--- src/line_cell_rasterizer_assert.svh ---
// Assertion macros for the line cell rasteriser top level.
`ifndef LINE_CELL_RASTERIZER_ASSERT_SVH
`define LINE_CELL_RASTERIZER_ASSERT_SVH

// Same-cycle implication, masked during reset.
`define LCR_ASSERT_NOW(label, clk, rst, ante, cons) \
  label: assert property (@(posedge clk) disable iff (rst) (ante) |-> (cons)) \
    else $error("line_cell_rasterizer: same-cycle check failed");

// Next-cycle implication, masked during reset.
`define LCR_ASSERT_NEXT(label, clk, rst, ante, cons) \
  label: assert property (@(posedge clk) disable iff (rst) (ante) |=> (cons)) \
    else $error("line_cell_rasterizer: next-cycle check failed");

`endif

--- src/lcr_pkg.sv ---
// Shared types for the line cell rasteriser.
package lcr_pkg;

  typedef enum logic {
    ST_IDLE,
    ST_RUN
  } step_state_t;

  typedef struct packed {
    logic full;
    logic empty;
  } queue_status_t;

  typedef struct packed {
    logic busy;
    logic cmd_pop;
    logic last;
  } step_status_t;

endpackage

--- src/lcr_queue.sv ---
// Two-word queue with a head and a tail register.
module lcr_queue import lcr_pkg::*; #(
  parameter int WIDTH = 8
) (
  input  logic             clk,
  input  logic             rst,
  input  logic             push,
  input  logic [WIDTH-1:0] wdata,
  input  logic             pop,
  output logic [WIDTH-1:0] rdata,
  output queue_status_t    status
);

  logic [WIDTH-1:0] head;
  logic [WIDTH-1:0] tail;
  logic             head_v;
  logic             tail_v;
  logic             do_push;
  logic             do_pop;

  assign do_push = push && !tail_v;
  assign do_pop  = pop && head_v;

  always_ff @(posedge clk) begin
    if (rst) begin
      head_v <= 1'b0;
      tail_v <= 1'b0;
    end else if (!head_v) begin
      head_v <= do_push;
    end else if (do_pop) begin
      // advance the tail word, or refill the head straight from the input
      if (tail_v) begin
        tail_v <= 1'b0;
      end else begin
        head_v <= do_push;
      end
    end else if (do_push) begin
      tail_v <= 1'b1;
    end
  end

  always_ff @(posedge clk) begin
    if (!head_v) begin
      if (do_push) head <= wdata;
    end else if (do_pop) begin
      if (tail_v) begin
        head <= tail;
      end else if (do_push) begin
        head <= wdata;
      end
    end else if (do_push) begin
      tail <= wdata;
    end
  end

  assign rdata        = head;
  assign status.full  = tail_v;
  assign status.empty = !head_v;

endmodule

--- src/lcr_front.sv ---
// Request front end: octant signs, spans and starting error term.
module lcr_front import lcr_pkg::*; #(
  parameter int COORD_BITS = 6
) (
  input  logic [COORD_BITS-1:0]   start_x,
  input  logic [COORD_BITS-1:0]   start_y,
  input  logic [COORD_BITS-1:0]   end_x,
  input  logic [COORD_BITS-1:0]   end_y,
  output logic [7*COORD_BITS+4:0] desc
);

  logic                         x_up;
  logic                         y_up;
  logic [COORD_BITS-1:0]        abs_dx;
  logic [COORD_BITS-1:0]        abs_dy;
  logic signed [COORD_BITS+2:0] err;

  always_comb begin
    x_up   = start_x < end_x;
    y_up   = start_y < end_y;
    abs_dx = x_up ? (end_x - start_x) : (start_x - end_x);
    abs_dy = y_up ? (end_y - start_y) : (start_y - end_y);
    err    = $signed({3'b000, abs_dx}) - $signed({3'b000, abs_dy});
  end

  assign desc = {start_x, start_y, end_x, end_y, abs_dx, abs_dy, err, !x_up, !y_up};

endmodule

--- src/lcr_stepper.sv ---
// Error-term stepper: walks one line, one cell per accepted word.
module lcr_stepper import lcr_pkg::*; #(
  parameter int COORD_BITS = 6
) (
  input  logic                    clk,
  input  logic                    rst,
  input  logic [7*COORD_BITS+4:0] cmd_data,
  input  logic                    cmd_empty,
  input  logic                    out_full,
  output logic [COORD_BITS-1:0]   cell_x,
  output logic [COORD_BITS-1:0]   cell_y,
  output logic                    cell_last,
  output logic                    cell_valid,
  output step_status_t            status
);

  localparam int EW = COORD_BITS + 3;

  step_state_t            state;
  step_state_t            state_next;
  logic [COORD_BITS-1:0]  cur_x;
  logic [COORD_BITS-1:0]  cur_y;
  logic [COORD_BITS-1:0]  tgt_x;
  logic [COORD_BITS-1:0]  tgt_y;
  logic [COORD_BITS-1:0]  dx;
  logic [COORD_BITS-1:0]  dy;
  logic signed [EW-1:0]   err;
  logic                   sx_neg;
  logic                   sy_neg;
  logic [COORD_BITS-1:0]  count;

  logic [COORD_BITS-1:0]  d_cx, d_cy, d_tx, d_ty, d_dx, d_dy;
  logic signed [EW-1:0]   d_err;
  logic                   d_sxn, d_syn;

  logic signed [EW:0]     e2;
  logic signed [EW:0]     dx_ext;
  logic signed [EW:0]     neg_dy_ext;
  logic                   x_cond, x_done, x_step;
  logic                   y_cond, y_done, y_step;
  logic                   guard;
  logic                   take;
  logic                   load;
  logic signed [EW-1:0]   err_next;

  assign {d_cx, d_cy, d_tx, d_ty, d_dx, d_dy, d_err, d_sxn, d_syn} = cmd_data;

  always_comb begin
    e2         = {err, 1'b0};
    dx_ext     = $signed({4'b0000, dx});
    neg_dy_ext = -$signed({4'b0000, dy});
    x_cond     = e2 >= neg_dy_ext;
    x_done     = x_cond && (cur_x == tgt_x);
    x_step     = x_cond && !x_done;
    y_cond     = !x_done && (e2 <= dx_ext);
    y_done     = y_cond && (cur_y == tgt_y);
    y_step     = y_cond && !y_done;
    // cap the run at the grid size
    guard      = &count;
    err_next   = err - (y_step ? EW'(0) : EW'(0))
                     - (x_step ? $signed({3'b000, dy}) : EW'(0))
                     + (y_step ? $signed({3'b000, dx}) : EW'(0));
  end

  assign cell_valid = state == ST_RUN;
  assign cell_x     = cur_x;
  assign cell_y     = cur_y;
  assign cell_last  = x_done || y_done || guard;
  assign take       = cell_valid && !out_full;
  assign load       = (state == ST_IDLE) && !cmd_empty;

  always_comb begin
    state_next = state;
    unique case (state)
      ST_IDLE: begin
        if (!cmd_empty) state_next = ST_RUN;
      end
      ST_RUN: begin
        if (take && cell_last) state_next = ST_IDLE;
      end
      default: state_next = ST_IDLE;
    endcase
  end

  always_ff @(posedge clk) begin
    if (rst) begin
      state <= ST_IDLE;
    end else begin
      state <= state_next;
    end
  end

  always_ff @(posedge clk) begin
    if (load) begin
      cur_x  <= d_cx;
      cur_y  <= d_cy;
      tgt_x  <= d_tx;
      tgt_y  <= d_ty;
      dx     <= d_dx;
      dy     <= d_dy;
      err    <= d_err;
      sx_neg <= d_sxn;
      sy_neg <= d_syn;
      count  <= '0;
    end else if (take) begin
      err   <= err_next;
      count <= count + 1'b1;
      if (x_step) cur_x <= sx_neg ? cur_x - 1'b1 : cur_x + 1'b1;
      if (y_step) cur_y <= sy_neg ? cur_y - 1'b1 : cur_y + 1'b1;
    end
  end

  assign status.busy    = state == ST_RUN;
  assign status.cmd_pop = load;
  assign status.last    = cell_last;

endmodule

--- src/line_cell_rasterizer.sv ---
// Line cell rasteriser: request queue in, stepped grid cells out.
//
// Input channel: drive start_x/start_y/end_x/end_y with push; a request is
// taken at a rising edge with push high and full low. Up to two requests
// wait in a command queue while an earlier line is still being stepped.
// Output channel: while empty is low, cell_x/cell_y/last_cell show the oldest
// cell; it leaves at a rising edge with pop high. Cells come from start to
// end, max(|dx|,|dy|)+1 of them, and last_cell marks the end cell.
// The first cell of a line into an idle block passes the command queue, the
// stepper load and the output queue before it is visible. The stepper loads
// a request while idle and then issues one cell per cycle while the output
// queue is not full; it takes no new request until the line's last cell.
// A stalled receiver fills the two-word output queue, the stepper holds its
// position, then the command queue fills and full rises; nothing is dropped.
// Reset (rst, synchronous) empties both queues and returns the stepper to
// idle; any request or cell in flight is discarded.
module line_cell_rasterizer import lcr_pkg::*; #(
  parameter int COORD_BITS = 6
) (
  input  logic                  clk,
  input  logic                  rst,
  input  logic                  push,
  output logic                  full,
  input  logic [COORD_BITS-1:0] start_x,
  input  logic [COORD_BITS-1:0] start_y,
  input  logic [COORD_BITS-1:0] end_x,
  input  logic [COORD_BITS-1:0] end_y,
  output logic                  empty,
  input  logic                  pop,
  output logic [COORD_BITS-1:0] cell_x,
  output logic [COORD_BITS-1:0] cell_y,
  output logic                  last_cell
);

  `include "line_cell_rasterizer_assert.svh"

  localparam int DESC_W = 7 * COORD_BITS + 5;
  localparam int CELL_W = 2 * COORD_BITS + 1;

  logic [DESC_W-1:0]     desc_in;
  logic [DESC_W-1:0]     desc_out;
  queue_status_t         cmd_stat;
  queue_status_t         out_stat;
  step_status_t          step_stat;
  logic [COORD_BITS-1:0] st_x;
  logic [COORD_BITS-1:0] st_y;
  logic                  st_last;
  logic                  st_valid;

  lcr_front #(.COORD_BITS(COORD_BITS)) u_front (
    .start_x (start_x),
    .start_y (start_y),
    .end_x   (end_x),
    .end_y   (end_y),
    .desc    (desc_in)
  );

  lcr_queue #(.WIDTH(DESC_W)) u_cmd_queue (
    .clk    (clk),
    .rst    (rst),
    .push   (push),
    .wdata  (desc_in),
    .pop    (step_stat.cmd_pop),
    .rdata  (desc_out),
    .status (cmd_stat)
  );

  lcr_stepper #(.COORD_BITS(COORD_BITS)) u_stepper (
    .clk        (clk),
    .rst        (rst),
    .cmd_data   (desc_out),
    .cmd_empty  (cmd_stat.empty),
    .out_full   (out_stat.full),
    .cell_x     (st_x),
    .cell_y     (st_y),
    .cell_last  (st_last),
    .cell_valid (st_valid),
    .status     (step_stat)
  );

  lcr_queue #(.WIDTH(CELL_W)) u_out_queue (
    .clk    (clk),
    .rst    (rst),
    .push   (st_valid),
    .wdata  ({st_x, st_y, st_last}),
    .pop    (pop),
    .rdata  ({cell_x, cell_y, last_cell}),
    .status (out_stat)
  );

  assign full  = cmd_stat.full;
  assign empty = out_stat.empty;

  `LCR_ASSERT_NOW(a_load_only_idle, clk, rst, step_stat.cmd_pop, !step_stat.busy)
  `LCR_ASSERT_NEXT(a_load_starts_run, clk, rst, step_stat.cmd_pop, step_stat.busy)
  `LCR_ASSERT_NEXT(a_run_to_last, clk, rst, step_stat.busy && !out_stat.full && !step_stat.last, step_stat.busy)

endmodule

--- config.mk ---
export PLATFORM = sky130hd
export DESIGN_NAME = line_cell_rasterizer
export DESIGN_NICKNAME = d
export VERILOG_FILES = /design/src/lcr_pkg.sv /design/src/lcr_queue.sv /design/src/lcr_front.sv /design/src/lcr_stepper.sv /design/src/line_cell_rasterizer.sv
export VERILOG_INCLUDE_DIRS = /design/src /design/src/src
export SDC_FILE = /design/constraint.sdc
export NUM_CORES = 1
export LEC_CHECK = 0
export ABC_CLOCK_PERIOD_IN_PS = 13200
export BUFFER_PORTS_ARGS = -buffer_cell sky130_fd_sc_hd__buf_2
export CELL_PAD_IN_SITES_DETAIL_PLACEMENT = 0
export CELL_PAD_IN_SITES_GLOBAL_PLACEMENT = 1
export CORE_UTILIZATION = 54
export DETAILED_ROUTE_END_ITERATION = 7
export PLACE_DENSITY = 0.86
export SLEW_MARGIN = 15
export SYNTH_ARGS = -nofsm -noshare
export SYNTH_HDL_FRONTEND = slang
export SYNTH_SLANG_ARGS = --single-unit
--- constraint.sdc ---
create_clock -name clk -period 13.2 [get_ports clk]
set_input_delay 2.64 -clock clk [delete_from_list [all_inputs] [get_ports clk]]
set_output_delay 2.64 -clock clk [all_outputs]
set_load 0.05 [all_outputs]
==> impl_results.md <==
* Post-Syn Area at 9420 um2
* Antenna viol nets, final at 0
* Tcrit/Tclk final at 0.443
* Seq/Total Area, Yosys at 0.550
* Flop2flop setup slack at 8.42 ns
* Clk_lat worst skew at 0.43 ns
* # port buffers at 42
* Finished Cell Area at 10500 um2
* Drt pass-1 iters at 6
* First-pass GRT wire length at about 31000 um
* Drc violations at 0
* Worst clock skew at approximately 0.0067 ns
* Num CTS Buffers at 17
* Primary FF master, synth: edfxtp_1
* Crit path max fanout at 7
* Vias in the first global route at 6058
* Post-DP Area at approximately 9800 um2
* Pwr Density at 207 nW/um2
* Syn Inst Count at 839
* Seq cells post-synth at 176
* Fmax at about 0.17 GHz
* Die X at 134 um
* Share of layout cells above drive strength 1 at 0.110
* Post-synthesis xor/xnor area fraction at 0.0436
* Hold Fails Final Rpt at 0
* Pin count of the biggest net entering global routing at 50
* RSZ-0062 raised after global routing: false
* Slew Limit Fails at 0
* Top-Level Pins at between 40 and 50
* WP buf/inv at 4
* Top cells by area, synth: edfxtp_1 53%, ha_1 8.2%, nor2_1 5.0%
* Unique masters post-synth at 64
* Post-Synth Simple-Gate Area at 0.114
* Htree depth at 4
* Initial antenna violation count at 0
* Startpoint Class: input port
* Layout Cells excl Fill at 1107
* Max clock buf depth at 2
* # fillers at 1373
* Min-delay worst type: register to register
* Post-synthesis compound-gate area fraction at 0.126
* DR iter-0 viols at 538
* Nature of the critical path endpoint: register
* Commonest non-fill, non-tap cell in the layout: edfxtp_1
* Vias at 6405
* Post-CTS Setup Bufs at 0
* Chip height at 134 um
* Avg Cell Area, Syn at 11.2 um2
* Dpl hpwl at 14000 um
* Row count at 47
* Fin util at 0.621
* Peak VDD IR at 0.000142 V
* HP Start: u_cmd_queue.rdata[34]
* Post-route setup TNS at 0 ns
* Top cell type's share of synthesized area at 0.526
* Root buf cell: clkbuf_16
* Worst reg2reg path startpoint: u_stepper.dy[2]
* Worst path arrival time at 6.02 ns
* CTS Hold Buffers Added at 0
* Grt total ovfl at 0
* CP Cell Sequence: buf_2 > inv_1 > ha_1 > inv_1 > fa_1 > a21oi_2 > o2111a_1 > mux2i_1 > inv_1 > fa_1 > nor2b_1 > o21ai_0 > a21boi_0 > o21ai_0 > a21oi_1 > nor3_1
* Most frequent cells in the layout: 165 x edfxtp_1, 125 x nor2_1, 84 x inv_1
* Tmin final at 5.85 ns
* Synth Area in Adders at 0.110
* CTS clock-pin slew for the worst setup and hold paths at 0.07 ns
* Crit-path slowest cell: fa_1
* Total clock sinks at 176
* Setup CP Type: input port to register
* WL per Instance at between 15 and 20 um
* Vias per cell at 5.79
* Ys Warns at 0
* Max-Cap Viols at 0
* WP data required at approximately 13 ns
* Crit. Startpoint: start_y[0]
* Rel. slew slack at 0.335
* Mux share of post-synthesis cell area at 0.00757
* Diode count at 0
* Number of enable flip-flop cells after synthesis at 165
* Status: complete, no violations
* Final WL at 19500 um
* Syn Nets at 942
* CTS resizes at 0
* Final net count at 977
* Most frequent cell on the critical path: inv_1
* Placeable Area at between 15000 and 20000 um2
* Placed cells at 1075
* Gr usage total at 0.226
* Setup violations, final at 0
* Worst-margin pin slew at a little under 1 ns
* Largest family of logic cells by synthesized area: compound AO/OA/AOI/OAI gates
* Area Growth Syn to Fin at 11.0%
* Cell taking the most area after synthesis: edfxtp_1
* CTS tree: done
* Final Wtd Congestion at roughly 0.9
* Worst stage delay on the critical path at 0.45 ns
* Lkg Pwr at 4.15 nW
* Effective utilization at floorplan at 0.560
* Top delay family on crit path: compound AO/OA/AOI/OAI gates
* Fraction of registers with async set/reset at 0
* Die Area at 18000 um2
[metrics by stage]
step | hold WS, ns | setup slack (ns) | total power [W]
floorplan | 0.427 | 7.50 | 0.00145
global placement | 0.440 | 7.01 | 0.00160
detailed placement | 0.440 | 6.93 | 0.00164
CTS | 0.456 | 7.37 | 0.00217
global route | 0.466 | 7.02 | 0.00230
finish | 0.456 | 7.35 | 0.00216
[synthesized netlist by cell type (all sizes together), types with 6 or more instances]
master and number:
nor2 127, o21a 9, dfxtp 11, a21oi 46, o22ai 53, o21ai 16, buf 13, o211ai 6
fa 13, xor2 27, xnor2 19, clkbuf 20, a31oi 9, and2 7, nand2 42, edfxtp 165
nor2b 11, a21o 11, nor3 11, mux2i 6, nand3 10, a211oi 6, inv 85, ha 62
[area by class of cell]
cell class / count / area, um2 / share of cell area
Sequential cell: 176 / 5170 / 0.495
Tap cell: 220 / 275 / 0.0263
Timing Repair Buffer: 49 / 263 / 0.0251
Clock inverter: 15 / 203 / 0.0194
Multi-Input combinational cell: 545 / 3790 / 0.363
Inverter: 85 / 319 / 0.0305
Clock buffer: 17 / 425 / 0.0407
[sequential cells by signal (all words and copies together), names as in the netlist, 6 cells and up]
register,cells
u_stepper.tgt_y,6
u_out_queue.rdata,13
u_cmd_queue.tail,45
u_cmd_queue.rdata,47
u_out_queue.tail,13
u_stepper.err,9
u_stepper.dx,6
u_stepper.dy,6
u_stepper.cell_y,6
u_stepper.cell_x,6
u_stepper.count,6
u_stepper.tgt_x,6
[logic make-up (layout without fill, tap and decap cells)]
kind of cell	after synthesis	count (layout)
compound gates	180	180
xor+xnor	46	46
fa+ha+maj	75	75
buf+inv	118	166
flops	176	176
mux	7	7
simple gates	237	237
[layer usage]
layer	part of all wire	vias up	track usage
met5	0	-	0
met4	0.020	0	0.0805
met3	0.050	24	0.0393
met2	0.46	209	0.345
met1	0.47	3094	0.325
li1	-	3078	-
[worst paths after layout]
kind	endpoint	cells past startpoint
hold reg to reg	u_stepper.tgt_x[5]	0
hold / removal	u_stepper.tgt_x[5]	0
setup reg to reg	u_stepper.err[8]	19
setup / recovery	u_cmd_queue.rdata[9]	16
[where the power goes]
part / total, W / internal (W) / leakage, nW / switching, W
Clock: 0.000529 / 0.000304 / 0.300 / 0.000225
Combinational: 0.000799 / 0.000336 / 2.20 / 0.000463
Sequential: 0.000833 / 0.000761 / 1.65 / 0.0000728
[worst register-to-register path: stages, from the launching register on]
cell and delay (ns):
edfxtp_1 0.49, nor3_1 0.34, nand2_1 0.17, nor2_1 0.12, ha_1 0.27, nand4b_1 0.14
nor2_1 0.05, o211ai_1 0.22, a31oi_1 0.17, nor3_2 0.39, nand2_1 0.13, fa_1 0.50
inv_1 0.07, fa_1 0.46, a21o_1 0.18, a21oi_1 0.25, o21bai_1 0.13, a31oi_1 0.27
nor4b_1 0.09, a211oi_1 0.18
Note: power is estimated with default switching activity, not from simulation.
